===== config.mk =====
export PLATFORM = sky130hd
export DESIGN_NAME = sdt_div_stage
export DESIGN_NICKNAME = d
export VERILOG_FILES = /design/src/hw/rtl/sdt_pkg.sv /design/src/hw/rtl/sdt_div_stage.sv
export SDC_FILE = /design/constraint.sdc
export NUM_CORES = 1
export LEC_CHECK = 0
export BUFFER_PORTS_ARGS = -buffer_cell sky130_fd_sc_hd__buf_2
export CORE_ASPECT_RATIO = 0.9
export CORE_MARGIN = 2
export CORE_UTILIZATION = 35
export DETAILED_ROUTE_END_ITERATION = 10
export SLEW_MARGIN = 20
export SYNTH_ARGS = -nofsm -noshare
export SYNTH_HDL_FRONTEND = slang
export SYNTH_SLANG_ARGS = --single-unit

===== constraint.sdc =====
create_clock -name clk_i -period 7.5 [get_ports clk_i]
set_input_delay 1.875 -clock clk_i [delete_from_list [all_inputs] [get_ports clk_i]]
set_output_delay 1.875 -clock clk_i [all_outputs]
set_load 0.02 [all_outputs]

===== src/hw/rtl/sdt_pkg.sv =====
package sdt_pkg;

  localparam int unsigned PIX_W  = 16;
  localparam int unsigned BASE_W = 24;
  localparam int unsigned FACT_W = 8;
  localparam int unsigned TOL_W  = 12;
  localparam int unsigned NUM_W  = PIX_W + BASE_W;
  localparam int unsigned LIM_W  = FACT_W + BASE_W;
  localparam int unsigned CFG_AW = 3;
  localparam int unsigned CFG_DW = 24;

  typedef enum logic [CFG_AW-1:0] {
    CFG_FOCAL_X    = 3'd0,
    CFG_CENTER_X   = 3'd1,
    CFG_CENTER_Y   = 3'd2,
    CFG_BASELINE   = 3'd3,
    CFG_LIMIT_FACT = 3'd4,
    CFG_ROW_TOL    = 3'd5
  } sdt_cfg_e;

  typedef struct packed {
    logic [PIX_W-1:0]  focal_x;
    logic [PIX_W-1:0]  center_x;
    logic [PIX_W-1:0]  center_y;
    logic [BASE_W-1:0] baseline;
    logic [FACT_W-1:0] limit_fact;
    logic [TOL_W-1:0]  row_tol;
  } sdt_cfg_t;

  typedef struct packed {
    logic              zero;
    logic              row_ok;
    logic              neg_x;
    logic              neg_y;
    logic [LIM_W-1:0]  limit;
    logic [PIX_W-1:0]  den;
    logic [NUM_W-1:0]  num_x;
    logic [NUM_W-1:0]  num_y;
    logic [NUM_W-1:0]  num_z;
    logic [PIX_W-1:0]  rem_x;
    logic [PIX_W-1:0]  rem_y;
    logic [PIX_W-1:0]  rem_z;
  } sdt_div_t;

endpackage


===== src/hw/rtl/sdt_div_stage.sv =====
module sdt_div_stage (
  input  logic              clk_i,
  input  logic              rst_ni,
  input  logic              valid_i,
  output logic              ready_o,
  input  sdt_pkg::sdt_div_t data_i,
  output logic              valid_o,
  input  logic              ready_i,
  output sdt_pkg::sdt_div_t data_o
);
  import sdt_pkg::*;

  logic     v_q;
  sdt_div_t d_q;
  sdt_div_t d_d;

  // one quotient bit per lane, restoring step
  function automatic logic [PIX_W+NUM_W-1:0] step(input logic [PIX_W-1:0] rem,
                                                  input logic [NUM_W-1:0] num,
                                                  input logic [PIX_W-1:0] den);
    logic [PIX_W:0]   sh;
    logic             ge;
    logic [PIX_W:0]   nr;
    sh = {rem, num[NUM_W-1]};
    ge = (sh >= {1'b0, den});
    nr = ge ? (sh - {1'b0, den}) : sh;
    return {nr[PIX_W-1:0], num[NUM_W-2:0], ge};
  endfunction

  always_comb begin
    d_d = data_i;
    {d_d.rem_x, d_d.num_x} = step(data_i.rem_x, data_i.num_x, data_i.den);
    {d_d.rem_y, d_d.num_y} = step(data_i.rem_y, data_i.num_y, data_i.den);
    {d_d.rem_z, d_d.num_z} = step(data_i.rem_z, data_i.num_z, data_i.den);
  end

  assign ready_o = !v_q || ready_i;

  always_ff @(posedge clk_i or negedge rst_ni) begin
    if (!rst_ni) begin
      v_q <= 1'b0;
    end else if (ready_o) begin
      v_q <= valid_i;
    end
  end

  always_ff @(posedge clk_i) begin
    if (ready_o && valid_i) begin
      d_q <= d_d;
    end
  end

  assign valid_o = v_q;
  assign data_o  = d_q;

endmodule


Yosys cells after proc, flatten, opt, wreduce, memory -nomap -nowiden
Index checks and enable logic that the tools add are counted.

storage, ports and cells
  bits in writable memories = 0
  input bits = 224
  latch bits = 0
  bits in read-only memories = 0
  memories kept = 0
  register bits after elaboration = 221

operators by class
  $mul = 0
  divide/modulo/power cells = 0
  magnitude comparators = 3
  bitwise logic cells = 0
  mux-type cells = 3
  reduce and logical (&&, ||, !) cells = 3
  shift-type cells = 0
  equal/unequal tests = 0
  add/sub/neg operators = 3

operators by type and width
  kind                            number
  >= comparator 17 x 16 -> 1 bit  3
  2-to-1 mux 16 bit               3
  subtractor 16 bit               3
  logical AND 1 bit               1
  logical NOT 1 bit               1
  logical OR 1 bit                1

Longest topological paths before layout
  depth after elaboration = 3
  mapped depth = 11

Least setup slack after synthesis
No wires, ideal clock.

  path kind = input port to flip-flop
  start = in ready_i
  end = reg d_q, in the netlist data_o[0] (enable)
  stages = 2
  path slack = -287 ps
  data arrival time = 7180 ps
  cell sequence = nand2b_1 -> and2_1

between the ends
  cells in the longest elaborated chain, start to end = 2

RTL lines
  what                    RTL line             source
  start: declaration      sdt_div_stage.sv:8   input logic ready_i,
  logical OR 1 bit        sdt_div_stage.sv:37  assign ready_o = !v_q || ready_i;
  logical AND 1 bit       sdt_div_stage.sv:48  if (ready_o && valid_i) begin
  end signal: assignment  sdt_div_stage.sv:49  d_q <= d_d;
  end: declaration        sdt_div_stage.sv:14  sdt_div_t d_q;

No other way between the ends.
A chain may end at the register's enable or synchronous reset.

==> out/metrics.cfg <==
[outcome]
status = finished, final reports clean

[synth]
netlist.area_leader.share = 0.686
number_of_nets_produced_by_synthesis = 896
synth-edff-count = 220
yosysWarnings = 0
synth.ff_latch_count = 221
synth_top_area_cell = edfxtp_1
post_synth_main_area_contributors = edfxtp_1 69%, ha_1 6.2%, mux2_2 2.8%
synth_top_flop_cell = edfxtp_1
synth_cell_type_count = 58
mappedNetlistArea_um2 = 9630
synth_cells = 621
post_synthesis_area_per_instance_um2 = 15.5
ys_seq_area_frac = 0.688
postSynth.asyncResetShare = 0.00452

[worst_setup_path]
worst_path_dominant_cell_family = compound AO/OA/AOI/OAI gates
critical_path.max_fanout = 15
critPathMaxStageDelay_ns = 0.80
buffers_and_inverters_on_the_worst_path = 3
rr_endpoint = data_o[7]$_DFFE_PP_
worst_path_max_delay_cell = o21ai_1
reg2reg_depth = 3
cp_cell_sequence = buf_2 > inv_1 > ha_1 > o21a_1 > a21oi_1 > o31ai_1 > a21oi_1 > o21ai_1 > buf_4 > mux2_2
timing.critical_path.mode_cell = a21oi_1
r2r_slack_ns = 5.03
worst_ep_arrival_time_ns = 4.63
endpoint_kind = flip-flop
worstSetupStartpointType = input port
worst-endpoint-required_ns = 7.76
critical_path.reg2reg.startpoint = valid_o$_DFFE_PN0N_
timing_worst_setup_path_type = input port to flip-flop

[sta]
rsz_0062_raised_after_global_routing = false
worst_slew_pin_slew_ns = 1.01
fmaxAchievable_mhz = 229
timing_hold_violations_final = 0
setup-violations-final = 0
worst_slew_margin_rel = 0.319
finClkSkew_ns = 0.0208
worst_slack_ns = 3.14
slew_viol_final = 0
final.setup.tns_ns = 0
min_period_over_period = 0.582
layout_min_cycle_time_ns = 4.36

[placement]
place.detailed.instances = 1420
i_o_buffers = 445
place_area_um2 = 12300
dp_hpwl_mm = 24.3
detailedPlace.worstSlack_ns = 2.59
globalplace.congestion = 0.838

[grt]
grt_pass1_wl_mm = 43.2
grt_start_max_net_pins = 76
gr-total-overflow = 0
vias_in_the_first_global_route = 6891
grt.total_usage = 0.202
initial_antenna_violation_count = 13

[clocking]
cts_max_level = 1
clkTransAtPathRegs_ns = 0.06
ctsResizeCount = 0
max-clock-path-buffers = 3
ctsRootBufferMaster = clkbuf_16
cts_tree = yes
tritoncts.num_buffers = 25
clock_sink_count = 221
holdBufCountCts = 0
cts_post_setup_buffers_inserted = 0
clock_latency_ns = 0.53

[hold_path]
holdCritPathClass = flip-flop to flip-flop
worst_hold_startpoint = valid_o$_DFFE_PN0N_
min_path_cells = 2
worst_hold_path.endpoint = valid_o$_DFFE_PN0N_

[detailed_routing]
routedWlPerCell_um = 21.0
vias = 7072
route.detailed.drc = 0
totalWireLength_mm = 30.8
ant_nets = 0
drt_pre_antenna_iters = 4
first_iter_violations = 514
post_drt_via_cell_ratio = 4.82

[layout]
stdcell_count = 1468
postLayoutCoreUtil = 0.484
flow.area_growth_from_synthesis_pct = 36.0
nFillCells = 2495
multi_input_comb_area_um2 = 2860
final_nets = 1368
postLayoutCellArea_um2 = 13100
layout-drive-gt1-share = 0.477
final-seq-area_um2 = 6630

[floorplan]
dieArea_um2 = 28900
ios = 446
rows = 57
floorplan.initialDensity = 0.356
die-width_um = 179
design.core.area_um2 = 27000
floorplan.die.height_um = 161

[pwr]
p_per_cell_area_nw_per_um2 = 248
total_leakage_power_nw = 5.63
power.ir.vdd_worst_uv = 134

[job]
max_cap_violations = 0

through the flow:
step,hold WS [ns],total power [W]
2_1_floorplan,0.782,0.00189
3_3_place_gp,0.506,0.00210
3_5_place_dp,0.522,0.00211
4_1_cts,0.535,0.00329
5_1_grt,0.560,0.00339
6_report,0.532,0.00325
power by group:
group	internal, W	total, W	switching [W]
clock	0.000683	0.00117	0.000488
combinational	0.000233	0.000590	0.000357
sequential	0.00147	0.00149	0.0000198
synth_stat cells (3+ instances only):
| cell type | instances |
|---|---|
| edfxtp_1 | 220 |
| ha_1 | 48 |
| a21oi_1 | 45 |
| nor2_1 | 38 |
| inv_1 | 30 |
| xnor2_1 | 28 |
| mux2_2 | 24 |
| nand2_1 | 18 |
| o21ai_0 | 16 |
| a21o_1 | 14 |
| o21a_1 | 13 |
| nand3_1 | 11 |
| nand2b_1 | 8 |
| xor2_1 | 8 |
| mux2_4 | 7 |
| a211oi_1 | 6 |
| mux2i_1 | 6 |
| nor3_1 | 5 |
| o211ai_1 | 5 |
| or3_1 | 5 |
| a21oi_2 | 4 |
| nand4_1 | 4 |
| nor2b_1 | 4 |
| a31oi_1 | 3 |
| and2_1 | 3 |
| buf_6 | 3 |
| fa_1 | 3 |
| o21bai_1 | 3 |
| o31ai_1 | 3 |
routing by layer:
layer  part of all wire  vias up  GRT usage
met5             0.0042        -          0
met4              0.029       18     0.0591
met3              0.098       69     0.0638
met2               0.48      297      0.340
met1               0.39     3351      0.249
li1                   -     3337          -
flip-flops by register name, indices dropped and copies added (netlist names):
| signal | count |
|---|---|
| valid_o | 1 |
| data_o | 220 |
worst reg2reg max path: stages (launching register included):
cell and delay (ns):
dfrtp_1 0.37, nand2b_1 0.10, and2_4 0.61, buf_4 0.88
how the worst max path moves through the flow:
| stage | depth (start not counted) | end | start |
|---|---|---|---|
| 3_3_place_gp | 10 | data_o[2]$_DFFE_PP_ | data_i[174] |
| 5_1_grt | 10 | data_o[39]$_DFFE_PP_ | data_i[176] |
| 3_5_place_dp | 10 | data_o[14]$_DFFE_PP_ | data_i[174] |
| 2_1_floorplan | 2 | data_o[0]$_DFFE_PP_ | ready_i |
| 6_report | 10 | data_o[46]$_DFFE_PP_ | data_i[176] |
| 4_1_cts | 10 | data_o[6]$_DFFE_PP_ | data_i[174] |
placed cells by master, fill, tap and decap left out, drive strengths merged, types with 11 or more instances in the layout:
| master | Yosys | routed |
|---|---|---|
| buf | 5 | 450 |
| a21oi | 49 | 49 |
| ha | 48 | 48 |
| edfxtp | 220 | 220 |
| nand3 | 11 | 11 |
| inv | 30 | 32 |
| mux2 | 32 | 32 |
| o21a | 13 | 13 |
| nor2 | 38 | 38 |
| nand2 | 19 | 19 |
| a21o | 15 | 15 |
| o21ai | 18 | 18 |
| xnor2 | 28 | 28 |
| clkbuf | 0 | 30 |
final cells by class:
cell class / count / share of cell area
Sequential cell: 221 / 0.506
Multi-Input combinational cell: 365 / 0.218
Antenna cell: 4 / 0.000764
Inverter: 30 / 0.00860
Timing Repair Buffer: 450 / 0.173
Clock inverter: 14 / 0.0102
Clock buffer: 30 / 0.0492
Tap cell: 354 / 0.0338
cell families (layout without fill, tap and decap cells):
logic type | after synthesis | after routing | share of synthesized area
AOI/OAI and AO/OA | 131 | 131 | 0.0915
DFF | 221 | 221 | 0.688
xor gates and xnor gates | 36 | 36 | 0.0327
muxes | 38 | 38 | 0.0464
adders and majority gates | 51 | 51 | 0.0686
and+or+nand+nor | 109 | 109 | 0.0561
buffers and inverters | 35 | 524 | 0.0162
other | 0 | 4 | 0
(Power assumes the default switching activity.)
