==> config.mk <==
export PLATFORM = sky130hd
export DESIGN_NAME = sdt_back
export DESIGN_NICKNAME = d
export VERILOG_FILES = /design/src/hw/rtl/sdt_pkg.sv /design/src/hw/rtl/sdt_back.sv
export SDC_FILE = /design/constraint.sdc
export NUM_CORES = 1
export LEC_CHECK = 0
export BUFFER_PORTS_ARGS = -buffer_cell sky130_fd_sc_hd__buf_4
export CAP_MARGIN = 5
export CORE_AREA = 2 2 126 128
export DETAILED_ROUTE_END_ITERATION = 10
export DIE_AREA = 0 0 128 130
export PLACE_DENSITY = 0.77
export SKIP_CTS_REPAIR_TIMING = 1
export SYNTH_ARGS = -nofsm -noshare
export SYNTH_HDL_FRONTEND = slang
export SYNTH_SLANG_ARGS = --single-unit
==> constraint.sdc <==
create_clock -name clk_i -period 7.5 [get_ports clk_i]
set_input_delay 0.375 -clock clk_i [delete_from_list [all_inputs] [get_ports clk_i]]
set_output_delay 0.375 -clock clk_i [all_outputs]
set_load 0.02 [all_outputs]
==> src/hw/rtl/sdt_pkg.sv <==
package sdt_pkg;

  localparam int unsigned PIX_W  = 16;
  localparam int unsigned BASE_W = 24;
  localparam int unsigned FACT_W = 8;
  localparam int unsigned TOL_W  = 12;
  localparam int unsigned NUM_W  = PIX_W + BASE_W;
  localparam int unsigned LIM_W  = FACT_W + BASE_W;
  localparam int unsigned CFG_AW = 3;
  localparam int unsigned CFG_DW = 24;

  typedef enum logic [CFG_AW-1:0] {
    CFG_FOCAL_X    = 3'd0,
    CFG_CENTER_X   = 3'd1,
    CFG_CENTER_Y   = 3'd2,
    CFG_BASELINE   = 3'd3,
    CFG_LIMIT_FACT = 3'd4,
    CFG_ROW_TOL    = 3'd5
  } sdt_cfg_e;

  typedef struct packed {
    logic [PIX_W-1:0]  focal_x;
    logic [PIX_W-1:0]  center_x;
    logic [PIX_W-1:0]  center_y;
    logic [BASE_W-1:0] baseline;
    logic [FACT_W-1:0] limit_fact;
    logic [TOL_W-1:0]  row_tol;
  } sdt_cfg_t;

  typedef struct packed {
    logic              zero;
    logic              row_ok;
    logic              neg_x;
    logic              neg_y;
    logic [LIM_W-1:0]  limit;
    logic [PIX_W-1:0]  den;
    logic [NUM_W-1:0]  num_x;
    logic [NUM_W-1:0]  num_y;
    logic [NUM_W-1:0]  num_z;
    logic [PIX_W-1:0]  rem_x;
    logic [PIX_W-1:0]  rem_y;
    logic [PIX_W-1:0]  rem_z;
  } sdt_div_t;

endpackage

==> src/hw/rtl/sdt_back.sv <==
module sdt_back (
  input  logic              clk_i,
  input  logic              rst_ni,
  input  logic              valid_i,
  output logic              ready_o,
  input  sdt_pkg::sdt_div_t data_i,
  output logic              out_valid_o,
  input  logic              out_stall_i,
  output logic              keep_o,
  output logic              zero_disparity_o,
  output logic              saturated_o,
  output logic signed [31:0] point_x_o,
  output logic signed [31:0] point_y_o,
  output logic [30:0]       point_z_o
);
  import sdt_pkg::*;

  function automatic logic [32:0] sat_s(input logic neg, input logic [NUM_W-1:0] q);
    logic        clip;
    logic [31:0] mag;
    if (neg) begin
      clip = (|q[NUM_W-1:32]) || (q[31] && (|q[30:0]));
      mag  = clip ? 32'h8000_0000 : q[31:0];
      return {clip, 32'(-mag)};
    end else begin
      clip = |q[NUM_W-1:31];
      return {clip, clip ? 32'h7FFF_FFFF : {1'b0, q[30:0]}};
    end
  endfunction

  logic [32:0] sx, sy;
  logic        clip_z;
  logic        v_q;

  always_comb begin
    sx     = sat_s(data_i.neg_x, data_i.num_x);
    sy     = sat_s(data_i.neg_y, data_i.num_y);
    clip_z = |data_i.num_z[NUM_W-1:31];
  end

  assign ready_o = !v_q || !out_stall_i;

  always_ff @(posedge clk_i or negedge rst_ni) begin
    if (!rst_ni) begin
      v_q <= 1'b0;
    end else if (ready_o) begin
      v_q <= valid_i;
    end
  end

  always_ff @(posedge clk_i) begin
    if (ready_o && valid_i) begin
      if (data_i.zero) begin
        keep_o           <= 1'b0;
        zero_disparity_o <= 1'b1;
        saturated_o      <= 1'b0;
        point_x_o        <= '0;
        point_y_o        <= '0;
        point_z_o        <= '0;
      end else begin
        // depth test on the unclipped quotient
        keep_o           <= data_i.row_ok &&
                            (data_i.num_z < {{(NUM_W-LIM_W){1'b0}}, data_i.limit});
        zero_disparity_o <= 1'b0;
        saturated_o      <= sx[32] || sy[32] || clip_z;
        point_x_o        <= sx[31:0];
        point_y_o        <= sy[31:0];
        point_z_o        <= clip_z ? 31'h7FFF_FFFF : data_i.num_z[30:0];
      end
    end
  end

  assign out_valid_o = v_q;

endmodule

Word level (Yosys, flattened, before mapping) --
Cells that the tools add are included.
Word-level totals: bits in latches 0, ROM bits 0, memories kept 0, output and inout bits 100, register bits 99, bits in writable memories 0
Operators by class: shifts and indexed selects 0, add/sub/neg operators 2, multiplexer cells 8, bitwise logic cells 0, equality and inequality tests 0, divide/modulo/power cells 0, reduce and logical (&&, ||, !) cells 18, multiply operators 0, order comparisons 1
Operators with widths (number):
- two-way mux 31 bit | 3
- two-way mux 33 bit | 2
- two-way mux 32 bit | 2
- negation 32 bit | 2
- OR reduction 31 bit | 2
- < comparator 40 x 32 -> 1 bit | 1
- OR reduction 9 bit | 3
- OR reduction 8 bit | 2
- logical OR 1 bit | 5
- logical AND 1 bit | 4
- logical NOT 1 bit | 2
- two-way mux 1 bit | 1

Longest topological paths before layout --
word-level depth 8, depth in mapped cells 11, mapped depth without buffers 10

Worst setup path before layout --
Ideal clock, no wire load.
kind register to register, start register v_q (netlist: out_valid_o), end register keep_o (enable), stages on the path, launching flop included 3, slack 4038 ps, data arrival time 2995 ps, period minus slack after synthesis 3462 ps, data required time 7032 ps, path through dfrtp_1 -> nand2_1 -> and2_1
Between the ends: word-level cells in the longest chain between the ends 3
Ends and longest elaborated chain:
- from (decl) | RTL line sdt_back.sv:33 | logic v_q;
- from (signal assigned) | RTL line sdt_back.sv:47 | v_q <= valid_i;
- logical NOT 1 bit | RTL line sdt_back.sv:41 | assign ready_o = !v_q || !out_stall_i;
- logical OR 1 bit | RTL line sdt_back.sv:41
- named net ready_o | RTL line sdt_back.sv:5 | output logic ready_o,
- logical AND 1 bit | RTL line sdt_back.sv:52 | if (ready_o && valid_i) begin
- to (signal assigned) | RTL line sdt_back.sv:62 | keep_o <= data_i.row_ok &&
- to (decl) | RTL line sdt_back.sv:9 | output logic keep_o,
The timed path passes the listed nets, and every way through them passes these cells. A chain may end at the register's enable or synchronous reset.

Worst setup path after layout --
start input port data_i[127] in the netlist's numbering, end register point_y_o[24], data pin
Between the ends: word-level cells in the longest chain between the ends 5, elaborated cells on any way between the ends 7, classes of those cells add/sub: 1; mux: 3; reduce/logical: 3
Ends and longest elaborated chain:
- from (decl) | RTL line sdt_back.sv:6 | input sdt_pkg::sdt_div_t data_i,
- OR reduction 8 bit | RTL line sdt_back.sv:22 | clip = (|q[NUM_W-1:32]) || (q[31] && (|q[30:0]));
- logical OR 1 bit | RTL line sdt_back.sv:22
- two-way mux 32 bit | RTL line sdt_back.sv:23 | mag = clip ? 32'h8000_0000 : q[31:0];
- negation 32 bit | RTL line sdt_back.sv:24 | return {clip, 32'(-mag)};
- two-way mux 33 bit (*) | RTL line sdt_back.sv:21 | if (neg) begin
- to (signal assigned) | RTL line sdt_back.sv:67 | point_y_o <= sy[31:0];
- to (decl) | RTL line sdt_back.sv:13 | output logic signed [31:0] point_y_o,
Mark *: on every way between the ends. The rest lies on a longest branch, timed or not.

==> results.yml <==
outcome:
  status: "completed"
sta:
  final_max_slew_viol_count: 0
  holdWs_ps: 231
  max_freq_ghz: 0.325
  clock_skew_ps: 7.14
  tns_ps: 0
  period_share_pct: 41.0
  max-slew-margin-rel_pct: 38.0
  period_needed_ps: 3080
  worst_pin_slew_ps: 930
  hold_viol_final: 0
  rsz0062_at_grt: "false"
  finalSetupViolCount: 0
worst_setup_path:
  critPathMaxStageDelay_ps: 510
  critPathMaxFanout: 16
  crit_required_ps: 7550
  path_common_cell: "nand2_1"
  critPathSlowestCell: "a2bb2oi_1"
  critPathKind: "in -> reg"
  cp-end-kind: "flip-flop"
  path_cells: "buf_4 > nor4_1 > nand2_1 > nor2_1 > nand2_1 > ha_1 > nand2_1 > a2bb2oi_1 > nor2_1 > o21ai_0 > a211oi_1"
  startpoint_type: "input port"
  critPathArrivalTime_ps: 3120
logic_synthesis:
  synth_nets: 1007
  synth_cell_types: 67
  yosysMostFrequentCell: "nor2_1"
  synth.largest_area_cell: "edfxtp_1"
  ys_top_cells_by_area: "edfxtp_1 (43%), nor2_1 (6.6%), ha_1 (6.1%), a21oi_1 (3.6%), o21ai_0 (3.6%)"
  synth_top_area_share_pct: 43.5
  synthTopCellsByCount: "nor2_1 (119), edfxtp_1 (98), nand2_1 (59)"
  netlist_instances: 750
  synth-seq-cells: 99
  synth_area_um2: 6770
  yosysWarnings: 0
  seq_area_frac_synth_pct: 43.9
  synth-edff-count: 98
  synthArstFlopShare_pct: 1.01
  ys.flop_type: "edfxtp_1"
  avgSynthCellArea_um2: 9.02
layout:
  fin_nets: 1245
  post-route-cell-area_um2: 9140
  drive_gt1_share_pct: 30.3
  fill_cells: 1414
  diodes: 0
  regArea_um2: 2970
  multi_input_area_um2: 3490
  syn2layout_area_growth_pct: 35.1
  fin_util_pct: 59.2
job:
  maxCapViolations: 0
clock_network:
  tritoncts: "done"
  numCtsBuffers: 9
  cts_sinks: 99
  cts_max_path_buffers: 2
  clk_pin_slew_ps: 70
  cts_root_buffer: "clkbuf_16"
  clock_latency_ps: 340
  htree_levels: 3
route:
  viasPerCell: 5.96
  wirelength_um: 21800
  vias: 7058
  dr.pass1.iters: 5
  drc_errors: 0
  wl_per_cell_um: 18.4
  drtAntennaViolNets: 0
  drt_iter0_markers: 609
power_and_ir_drop:
  ir_drop_mv: 0.0965
  total_leakage_power_nw: 3.74
  cellPowerDensity_nw_per_um2: 157
  power_mw: 1.44
floorplan:
  die_area_um2: 16600
  num_rows: 46
  die_w_um: 128
  coreArea_um2: 15400
  start_util_pct: 43.9
  ios: 324
  die_y_um: 130
grt:
  grt_max_degree: 81
  grt_pass1_wl_um: 32400
  antenna_found_initial: 0
  grt_use_total_pct: 24.9
  grt_pass1_vias: 6121
  grt-ovfl-total: 0
placed_design:
  routabilityCongestion: 0.940
  postPlaceCellArea_um2: 8830
  portBuffers: 259
  dpl.hpwl_um: 16000
hold_path:
  hold_class: "in -> reg"
logic make-up (layout without fill, tap and decap cells):
kind of cell,count (synthesis),in the layout,share of synthesized area (%)
simple gates,322,322,23.6
compound gates,214,214,21.4
flops,99,99,43.9
buf+inv,79,322,4.64
fa+ha+maj,33,33,6.10
xor+xnor,3,3,0.388
where the power goes:
group          internal, mW  switching, mW
clock network         0.261          0.212
logic                 0.135          0.173
registers             0.647        0.00862
total                  1.04          0.393
worst max-delay path: cells and delay by family:
| family | cells | cell delay (ps) |
|---|---|---|
| AND/OR/NAND/NOR | 6 | 1410 |
| buffers and inverters | 1 | 100 |
| AO/OA/AOI/OAI | 3 | 810 |
| adder cells (fa/ha/maj) | 1 | 430 |
cell usage in the layout (no fill, tap or decap), types with 3 or more instances in the layout:
| master | instances |
|---|---|
| buf_4 | 263 |
| nor2_1 | 119 |
| edfxtp_1 | 98 |
| nand2_1 | 59 |
| a21oi_1 | 49 |
| o21ai_0 | 48 |
| inv_1 | 42 |
| nor3_1 | 36 |
| ha_1 | 33 |
| a211oi_1 | 20 |
| nand4_1 | 16 |
| or3_1 | 16 |
| nor4_1 | 15 |
| a31oi_1 | 15 |
| o211ai_1 | 10 |
| nand3_1 | 10 |
| clkbuf_16 | 9 |
| or4_1 | 8 |
| o31ai_1 | 8 |
| a311oi_1 | 8 |
| or2_2 | 6 |
| and3_1 | 6 |
| nand2b_1 | 6 |
| o31a_1 | 6 |
| a21o_1 | 5 |
| a221oi_1 | 5 |
| nand3b_1 | 5 |
| a2111oi_0 | 4 |
| o41a_1 | 3 |
| nor4b_1 | 3 |
| o21a_1 | 3 |
| o41ai_1 | 3 |
| xnor2_1 | 3 |
| a31o_2 | 3 |
| o221ai_1 | 3 |
registers in the layout, summed over array words and instances, names as in the netlist:
signal,flops
out_valid_o,1
zero_disparity_o,1
point_z_o,31
keep_o,1
point_x_o,32
saturated_o,1
point_y_o,32
per-layer routing:
layer  GRT usage [%]  share of wire, %  up-vias
met5               0                 0        -
met4            8.47               2.3        0
met3            4.96               8.6       49
met2            40.3                48      407
met1            33.7                41     3256
li1                -                 -     3346
stage by stage:
step	cells	setup slack [ps]
floorplan	750	4040
global placement	1168	4230
detailed placement	1168	4160
CTS	1184	4530
global route	1185	4220
finish	1185	4420
area by class of cell:
type	instances	share of cell area [%]
Clock buffer	11	2.55
Timing Repair Buffer	264	21.7
Sequential cell	99	32.5
Tap cell	192	2.63
Clock inverter	5	0.671
Inverter	42	1.73
Multi-Input combinational cell	572	38.2
final timing paths:
check / startpoint / endpoint / slack, ps / cells past startpoint
setup / recovery: data_i[127] / point_y_o[24] / 4420 / 11
hold / removal: valid_i / out_valid_o / 230 / 2
setup reg to reg: out_valid_o / point_y_o[10] / 5380 / 3
hold reg to reg: out_valid_o / out_valid_o / 550 / 2
max in group asynchronous: rst_ni / out_valid_o / 7080 / 2
min in group asynchronous: rst_ni / out_valid_o / 350 / 2
(Power assumes the default switching activity.)
