==> src/hw/rtl/sdt_pkg.sv <==
package sdt_pkg;

  localparam int unsigned PIX_W  = 16;
  localparam int unsigned BASE_W = 24;
  localparam int unsigned FACT_W = 8;
  localparam int unsigned TOL_W  = 12;
  localparam int unsigned NUM_W  = PIX_W + BASE_W;
  localparam int unsigned LIM_W  = FACT_W + BASE_W;
  localparam int unsigned CFG_AW = 3;
  localparam int unsigned CFG_DW = 24;

  typedef enum logic [CFG_AW-1:0] {
    CFG_FOCAL_X    = 3'd0,
    CFG_CENTER_X   = 3'd1,
    CFG_CENTER_Y   = 3'd2,
    CFG_BASELINE   = 3'd3,
    CFG_LIMIT_FACT = 3'd4,
    CFG_ROW_TOL    = 3'd5
  } sdt_cfg_e;

  typedef struct packed {
    logic [PIX_W-1:0]  focal_x;
    logic [PIX_W-1:0]  center_x;
    logic [PIX_W-1:0]  center_y;
    logic [BASE_W-1:0] baseline;
    logic [FACT_W-1:0] limit_fact;
    logic [TOL_W-1:0]  row_tol;
  } sdt_cfg_t;

  typedef struct packed {
    logic              zero;
    logic              row_ok;
    logic              neg_x;
    logic              neg_y;
    logic [LIM_W-1:0]  limit;
    logic [PIX_W-1:0]  den;
    logic [NUM_W-1:0]  num_x;
    logic [NUM_W-1:0]  num_y;
    logic [NUM_W-1:0]  num_z;
    logic [PIX_W-1:0]  rem_x;
    logic [PIX_W-1:0]  rem_y;
    logic [PIX_W-1:0]  rem_z;
  } sdt_div_t;

endpackage

==> src/hw/rtl/sdt_front.sv <==
module sdt_front (
  input  logic                      clk_i,
  input  logic                      rst_ni,
  input  sdt_pkg::sdt_cfg_t         cfg_i,
  input  logic                      valid_i,
  output logic                      ready_o,
  input  logic [sdt_pkg::PIX_W-1:0] left_x_i,
  input  logic [sdt_pkg::PIX_W-1:0] left_y_i,
  input  logic [sdt_pkg::PIX_W-1:0] right_x_i,
  input  logic [sdt_pkg::PIX_W-1:0] right_y_i,
  output logic                      valid_o,
  input  logic                      ready_i,
  output sdt_pkg::sdt_div_t         data_o
);
  import sdt_pkg::*;

  // stage 1: differences and row check
  logic             v1_q;
  logic             zero_q, row_ok_q, neg_x_q, neg_y_q;
  logic [PIX_W-1:0] den_q, mag_x_q, mag_y_q;
  logic             rdy1;

  logic [PIX_W:0]   dx, dy, ex, ey;
  logic [PIX_W-1:0] d_abs, dy_abs;

  always_comb begin
    dx     = {1'b0, left_x_i} - {1'b0, right_x_i};
    dy     = {1'b0, left_y_i} - {1'b0, right_y_i};
    ex     = {1'b0, left_x_i} - {1'b0, cfg_i.center_x};
    ey     = {1'b0, left_y_i} - {1'b0, cfg_i.center_y};
    d_abs  = dx[PIX_W] ? PIX_W'(-dx) : dx[PIX_W-1:0];
    dy_abs = dy[PIX_W] ? PIX_W'(-dy) : dy[PIX_W-1:0];
  end

  // stage 2: products
  logic     v2_q;
  sdt_div_t d2_q;

  logic [NUM_W-1:0] prod_x, prod_y, prod_z;
  logic [LIM_W-1:0] prod_lim;

  always_comb begin
    prod_x   = {{(NUM_W-PIX_W){1'b0}}, mag_x_q} *
               {{(NUM_W-BASE_W){1'b0}}, cfg_i.baseline};
    prod_y   = {{(NUM_W-PIX_W){1'b0}}, mag_y_q} *
               {{(NUM_W-BASE_W){1'b0}}, cfg_i.baseline};
    prod_z   = {{(NUM_W-PIX_W){1'b0}}, cfg_i.focal_x} *
               {{(NUM_W-BASE_W){1'b0}}, cfg_i.baseline};
    prod_lim = {{(LIM_W-FACT_W){1'b0}}, cfg_i.limit_fact} *
               {{(LIM_W-BASE_W){1'b0}}, cfg_i.baseline};
  end

  assign rdy1    = !v2_q || ready_i;
  assign ready_o = !v1_q || rdy1;

  always_ff @(posedge clk_i or negedge rst_ni) begin
    if (!rst_ni) begin
      v1_q <= 1'b0;
    end else if (ready_o) begin
      v1_q <= valid_i;
    end
  end

  always_ff @(posedge clk_i) begin
    if (ready_o && valid_i) begin
      zero_q   <= (d_abs == '0);
      row_ok_q <= ({{(PIX_W-TOL_W){1'b0}}, cfg_i.row_tol} > dy_abs);
      neg_x_q  <= ex[PIX_W];
      neg_y_q  <= ey[PIX_W];
      den_q    <= d_abs;
      mag_x_q  <= ex[PIX_W] ? PIX_W'(-ex) : ex[PIX_W-1:0];
      mag_y_q  <= ey[PIX_W] ? PIX_W'(-ey) : ey[PIX_W-1:0];
    end
  end

  always_ff @(posedge clk_i or negedge rst_ni) begin
    if (!rst_ni) begin
      v2_q <= 1'b0;
    end else if (rdy1) begin
      v2_q <= v1_q;
    end
  end

  always_ff @(posedge clk_i) begin
    if (rdy1 && v1_q) begin
      d2_q.zero   <= zero_q;
      d2_q.row_ok <= row_ok_q;
      d2_q.neg_x  <= neg_x_q;
      d2_q.neg_y  <= neg_y_q;
      d2_q.limit  <= prod_lim;
      d2_q.den    <= den_q;
      d2_q.num_x  <= prod_x;
      d2_q.num_y  <= prod_y;
      d2_q.num_z  <= prod_z;
      d2_q.rem_x  <= '0;
      d2_q.rem_y  <= '0;
      d2_q.rem_z  <= '0;
    end
  end

  assign valid_o = v2_q;
  assign data_o  = d2_q;

endmodule

==> config.mk <==
export PLATFORM = sky130hd
export DESIGN_NAME = sdt_front
export DESIGN_NICKNAME = d
export VERILOG_FILES = /design/src/hw/rtl/sdt_pkg.sv /design/src/hw/rtl/sdt_front.sv
export SDC_FILE = /design/constraint.sdc
export NUM_CORES = 2
export LEC_CHECK = 0
export BUFFER_PORTS_ARGS = -buffer_cell sky130_fd_sc_hd__buf_2
export CAP_MARGIN = 20
export CORE_UTILIZATION = 51
export DETAILED_ROUTE_END_ITERATION = 8
export PLACE_DENSITY = 0.67
export SYNTH_ARGS = -nofsm -noshare
export SYNTH_HDL_FRONTEND = slang
export SYNTH_SLANG_ARGS = --single-unit
export TNS_END_PERCENT = 10
==> constraint.sdc <==
create_clock -name clk_i -period 8.3 [get_ports clk_i]
set_input_delay 0 -clock clk_i [delete_from_list [all_inputs] [get_ports clk_i]]
set_output_delay 0 -clock clk_i [all_outputs]
set_load 0.03 [all_outputs]
-- Yosys cells after proc, flatten, opt, wreduce, memory -nomap -nowiden
Index checks and enable logic that the tools add are counted.
W data, S select, Z words.
- flip-flop bits (word level): 226
- word-level logic and storage cells: 42
- $add $sub $neg: 8
- multipliers: 4
- magnitude comparators: 1
- muxes and demuxes: 4
- reduce and logical (&&, ||, !) cells: 7
- operator list (cell ; number):
    $mul A16 B24 Y40 ; 3
    $sub A16 B16 Y17 ; 4
    $mux W16 ; 4
    $neg A16 Y16 ; 4
    $mul A8 B24 Y32 ; 1
    $gt A12 B16 Y1 ; 1
    $logic_not A16 Y1 ; 1
    $logic_and A1 B1 Y1 ; 2
    $logic_not A1 Y1 ; 2
    $logic_or A1 B1 Y1 ; 2

-- Longest topological paths before layout
- word-level depth: 4
- mapped depth: 27
- gate-level depth less buffers: 26

-- Worst setup path after synthesis
Ideal clock, no wire load.
- kind: flip-flop to flip-flop
- start point: register mag_y_q[1]
- end point: register d2_q (netlist bit data_o[127]), data pin
- library setup time: 0.259 ns
- arrival time: 6.206 ns
- path slack: 1.835 ns
- cell stages (with the launch flop): 24
- path buffers: 1
- period minus slack after synthesis: 6.465 ns
- cell sequence: edfxtp_1 > clkbuf_1 > nand2_1 > fa_1 > fa_1 > inv_1 > fa_1 > fa_1 > fa_1 > inv_1 > fa_1 > inv_1 > ha_1 > and2_1 > nand4_1 > nor2_1 > a21oi_1 > a211oi_2 > a41oi_1 > o311a_1 > o31ai_2 > nand3_1 > o21ai_1 > xnor2_1
- word-level cells in the longest chain between the ends: 1
- ends and longest elaborated chain (item ; line ; RTL):
    start: declaration ; sdt_front.sv:20 ; logic [PIX_W-1:0] den_q, mag_x_q, mag_y_q;
    start signal: assignment ; sdt_front.sv:72 ; mag_y_q <= ey[PIX_W] ? PIX_W'(-ey) : ey[PIX_W-1:0];
    $mul A16 B24 Y40 ; sdt_front.sv:45 ; prod_y = {{(NUM_W-PIX_W){1'b0}}, mag_y_q} *
    named net prod_y[39] ; sdt_front.sv:39 ; logic [NUM_W-1:0] prod_x, prod_y, prod_z;
    end: declaration ; sdt_front.sv:37 ; sdt_div_t d2_q;
The timed path passes the listed nets, and every way through them passes these cells.
A chain may end at the register's enable or synchronous reset.

-- Final worst setup path
- start point: register mag_x_q[3]
- end point: register d2_q (netlist bit data_o[166]), data pin
- word-level cells in the longest chain between the ends: 1
- ends and longest elaborated chain (item ; line ; RTL):
    start: declaration ; sdt_front.sv:20 ;
    start signal: assignment ; sdt_front.sv:71 ; mag_x_q <= ex[PIX_W] ? PIX_W'(-ex) : ex[PIX_W-1:0];
    $mul A16 B24 Y40 ; sdt_front.sv:43 ; prod_x = {{(NUM_W-PIX_W){1'b0}}, mag_x_q} *
    named net prod_x[38] ; sdt_front.sv:39 ;
The timed path passes the listed nets, and every way through them passes these cells.

==> flow_summary.toml <==
[critical_path]
timing.rr.start = "mag_x_q[3]$_DFFE_PP_"
required_ns = 8.64
critical_path_peak_fanout = 24
worst_reg_to_reg_path_cell_count = 20
setup.reg_to_reg.worst_slack_ns = 0.95
crit_path_start_kind = "flop"
rr_endpoint = "data_o[166]$_DFFE_PP_"
endpoint_kind = "flop"
critPathArrivalTime_ns = 7.69
worstSetupPathType = "flop to flop"

[worst_hold_path]
holdCritPathClass = "input port to flop"
startpoint_of_the_worst_hold_path = "left_x_i[1]"
hold_depth = 3
worstHoldEndpoint = "den_q[1]$_DFFE_PP_"

[synth]
synth.cell_area_um2 = 54100
synth_top_area_cell = "sky130_fd_sc_hd__fa_1"
synthTopCellsByCount = "sky130_fd_sc_hd__inv_1 (1252), sky130_fd_sc_hd__fa_1 (1054), sky130_fd_sc_hd__nand2_1 (865)"
syn_inst = 5869
yosys_register_bits = 226
synth_largest_type_area_fraction_pct = 39.0
netlist_top_cells_area = "sky130_fd_sc_hd__fa_1 (39%), sky130_fd_sc_hd__edfxtp_1 (12%), sky130_fd_sc_hd__ha_1 (11%)"
synth-edff-count = 224
synth_cell_types = 94
async_flop_share_pct = 0.885
ys_seq_area_share_pct = 12.5
synth.yosys.warnings = 0
yosys.cell_count.top_type = "sky130_fd_sc_hd__inv_1"
synth_area_per_cell_um2 = 9.21
synthFlopType = "sky130_fd_sc_hd__edfxtp_1"

[cts]
post_cts_setup_bufs = 0
cts_hold_buf = 13
cts-root-to-sink-buffers = 3
clock_tree.root_cell = "sky130_fd_sc_hd__clkbuf_16"
tritoncts.num_buffers = 34
ctsResizeCount = 0
worst_setup_hold_path_clk_slew_ns = 0.06
clkLatencyLatePin_ns = 0.60
cts_tree = "yes"
cts.sink_count = 226
cts-htree-levels = 2

[routing]
avgRoutedWirePerCell_um = 17.6
route.final.wire_length_mm = 131
count_of_antenna_violating_nets_left_after_detailed_routing = 0
via_count = 39500
avgViaCountPerCell = 5.29
met3RoutedLength_mm = 7.12
top_layer_used = "met5"
detailroute.wirelength.met2_mm = 66.8
drt_iter0_markers = 2164
firstDrtPassIters = 5
wl_met1_mm = 54.2
drt_drc_violations_left = 0

[grt]
globalRouteOverflowTotal = 0
number_of_global_route_vias_before_repair = 42100
gr-usage-all-layers_pct = 25.4
antenna_found_initial = 4
grt_pass1_wl_mm = 217
grt_max_degree = 67

[sta]
hold_viol = 0
max_slew_margin_pct = 24.2
setup_viol_count_final = 0
layout_worst_path_cycle_share_pct = 88.6
timing_max_transition_violations_final = 0
max_clock_skew_ns = 0.0271
setup_repair_after_global_routing_missed_its_margin = "no"
fmax_mhz = 136
tightestPinTransition_ns = 1.14
finalCriticalPeriod_ns = 7.35
setup-tns-final_ns = 0

[job]
max-cap-violations = 0

[finish]
num_antenna_cells = 0
fillerInstances = 9662
area.growth.synth_to_final_pct = 7.31
drive_gt1_share_pct = 8.32
design.final.nets = 7732
multi_input_comb_area_um2 = 41400
register_cell_area_after_layout_um2 = 6780

[floorplanning]
placement_rows = 119
die_width_um = 328
floorplan.io_pins = 382
die_area_um2 = 107000
die-height_um = 328
floorplan.core_area_um2 = 105000
initial_core_util_pct = 51.4

[place]
detailed_place_hpwl_mm = 104
routability_congestion = 0.873
numPortBuffers = 333

[status]
status = "complete, no violations"
cell families after synthesis:
group           after synthesis  synth area share, %
simple gates               1805                 16.2
flops                       226                 12.5
compound gates              525                 6.52
other cells                   1              0.00693
buf+inv                    1568                 11.2
fa+ha+maj                  1522                 49.8
mux                           6                0.116
xor+xnor                    216                 3.55
how the worst max path moves through the flow:
stage,from,endpoint,slack (ns)
after global routing,mag_y_q[1]$_DFFE_PP_,data_o[127]$_DFFE_PP_,0.44
final,mag_x_q[3]$_DFFE_PP_,data_o[166]$_DFFE_PP_,0.95
after detailed placement,mag_y_q[4]$_DFFE_PP_,data_o[127]$_DFFE_PP_,0.97
after CTS,mag_y_q[4]$_DFFE_PP_,data_o[127]$_DFFE_PP_,0.95
after floorplan,mag_y_q[1]$_DFFE_PP_,data_o[127]$_DFFE_PP_,1.84
after global placement,mag_y_q[4]$_DFFE_PP_,data_o[127]$_DFFE_PP_,1.11
per-stage QoR:
stage / cells / utilization (%) / setup slack (ns) / area, µm² / hold WS (ns)
after global routing: 7464 / 55.1 / 0.441 / 58000 / 0.0571
after detailed placement: 7392 / 54.0 / 0.967 / 56900 / -0.215
after global placement: 7392 / 54.0 / 1.11 / 56900 / -0.215
after CTS: 7464 / 55.1 / 0.946 / 58000 / 0.0155
after floorplan: 5916 / - / 1.84 / 54300 / -0.296
final: 7464 / 55.1 / 0.948 / 58000 / 0.0432
final cells by class:
cell class,instances,share of cell area (%)
Multi-Input combinational cell,4122,71.3
Sequential cell,226,11.7
Inverter,1252,8.10
Timing Repair Buffer,414,4.08
Tap cell,1391,3.00
Clock buffer,39,1.50
Clock inverter,20,0.295
state kept, by name, indices dropped and copies added, names as in the netlist:
register and count:
mag_x_q 16, zero_q 1, neg_x_q 1, den_q 16
row_ok_q 1, neg_y_q 1, mag_y_q 16, data_o 172
v1_q 1, valid_o 1
layout by cell type, fill, tap and decap left out, types with 19 or more instances in the layout:
| master | count |
|---|---|
| sky130_fd_sc_hd__nand2b_1 | 24 |
| sky130_fd_sc_hd__conb_1 | 48 |
| sky130_fd_sc_hd__ha_1 | 468 |
| sky130_fd_sc_hd__clkbuf_16 | 34 |
| sky130_fd_sc_hd__buf_2 | 333 |
| sky130_fd_sc_hd__xor2_1 | 54 |
| sky130_fd_sc_hd__o21ai_1 | 19 |
| sky130_fd_sc_hd__nand3_1 | 21 |
| sky130_fd_sc_hd__xnor2_1 | 158 |
| sky130_fd_sc_hd__fa_1 | 1054 |
| sky130_fd_sc_hd__a21oi_1 | 138 |
| sky130_fd_sc_hd__nor3_1 | 51 |
| sky130_fd_sc_hd__and2_1 | 574 |
| sky130_fd_sc_hd__nor2_1 | 156 |
| sky130_fd_sc_hd__o21a_1 | 46 |
| sky130_fd_sc_hd__nand2_1 | 865 |
| sky130_fd_sc_hd__nor2b_1 | 29 |
| sky130_fd_sc_hd__inv_1 | 1252 |
| sky130_fd_sc_hd__o21bai_1 | 24 |
| sky130_fd_sc_hd__buf_4 | 63 |
| sky130_fd_sc_hd__o21ai_0 | 82 |
| sky130_fd_sc_hd__a21o_1 | 73 |
| sky130_fd_sc_hd__edfxtp_1 | 224 |
worst max-delay path: stages, from the launching register on:
cell	delay (ns)
sky130_fd_sc_hd__edfxtp_1	0.96
sky130_fd_sc_hd__nand2_1	0.16
sky130_fd_sc_hd__fa_1	0.51
sky130_fd_sc_hd__fa_1	0.57
sky130_fd_sc_hd__fa_1	0.44
sky130_fd_sc_hd__fa_1	0.54
sky130_fd_sc_hd__inv_1	0.05
sky130_fd_sc_hd__fa_1	0.49
sky130_fd_sc_hd__fa_1	0.42
sky130_fd_sc_hd__ha_1	0.37
sky130_fd_sc_hd__a21o_1	0.19
sky130_fd_sc_hd__a21o_1	0.17
sky130_fd_sc_hd__a21o_1	0.18
sky130_fd_sc_hd__a32o_1	0.25
sky130_fd_sc_hd__a22o_1	0.29
sky130_fd_sc_hd__a41oi_1	0.51
sky130_fd_sc_hd__o21ai_0	0.29
sky130_fd_sc_hd__o41ai_2	0.35
sky130_fd_sc_hd__o21bai_1	0.10
sky130_fd_sc_hd__a21oi_1	0.18
sky130_fd_sc_hd__xnor2_1	0.08
routing by layer:
layer / GRT usage [%] / up-vias
li1: - / 18000
met3: 3.28 / 192
met2: 45.3 / 1045
met5: 0 / -
met1: 32.6 / 20200
met4: 6.63 / 2
Power is left out: the tool's default activity adds up to more than one toggle a clock period on the data nets, which glitch-free logic cannot reach.
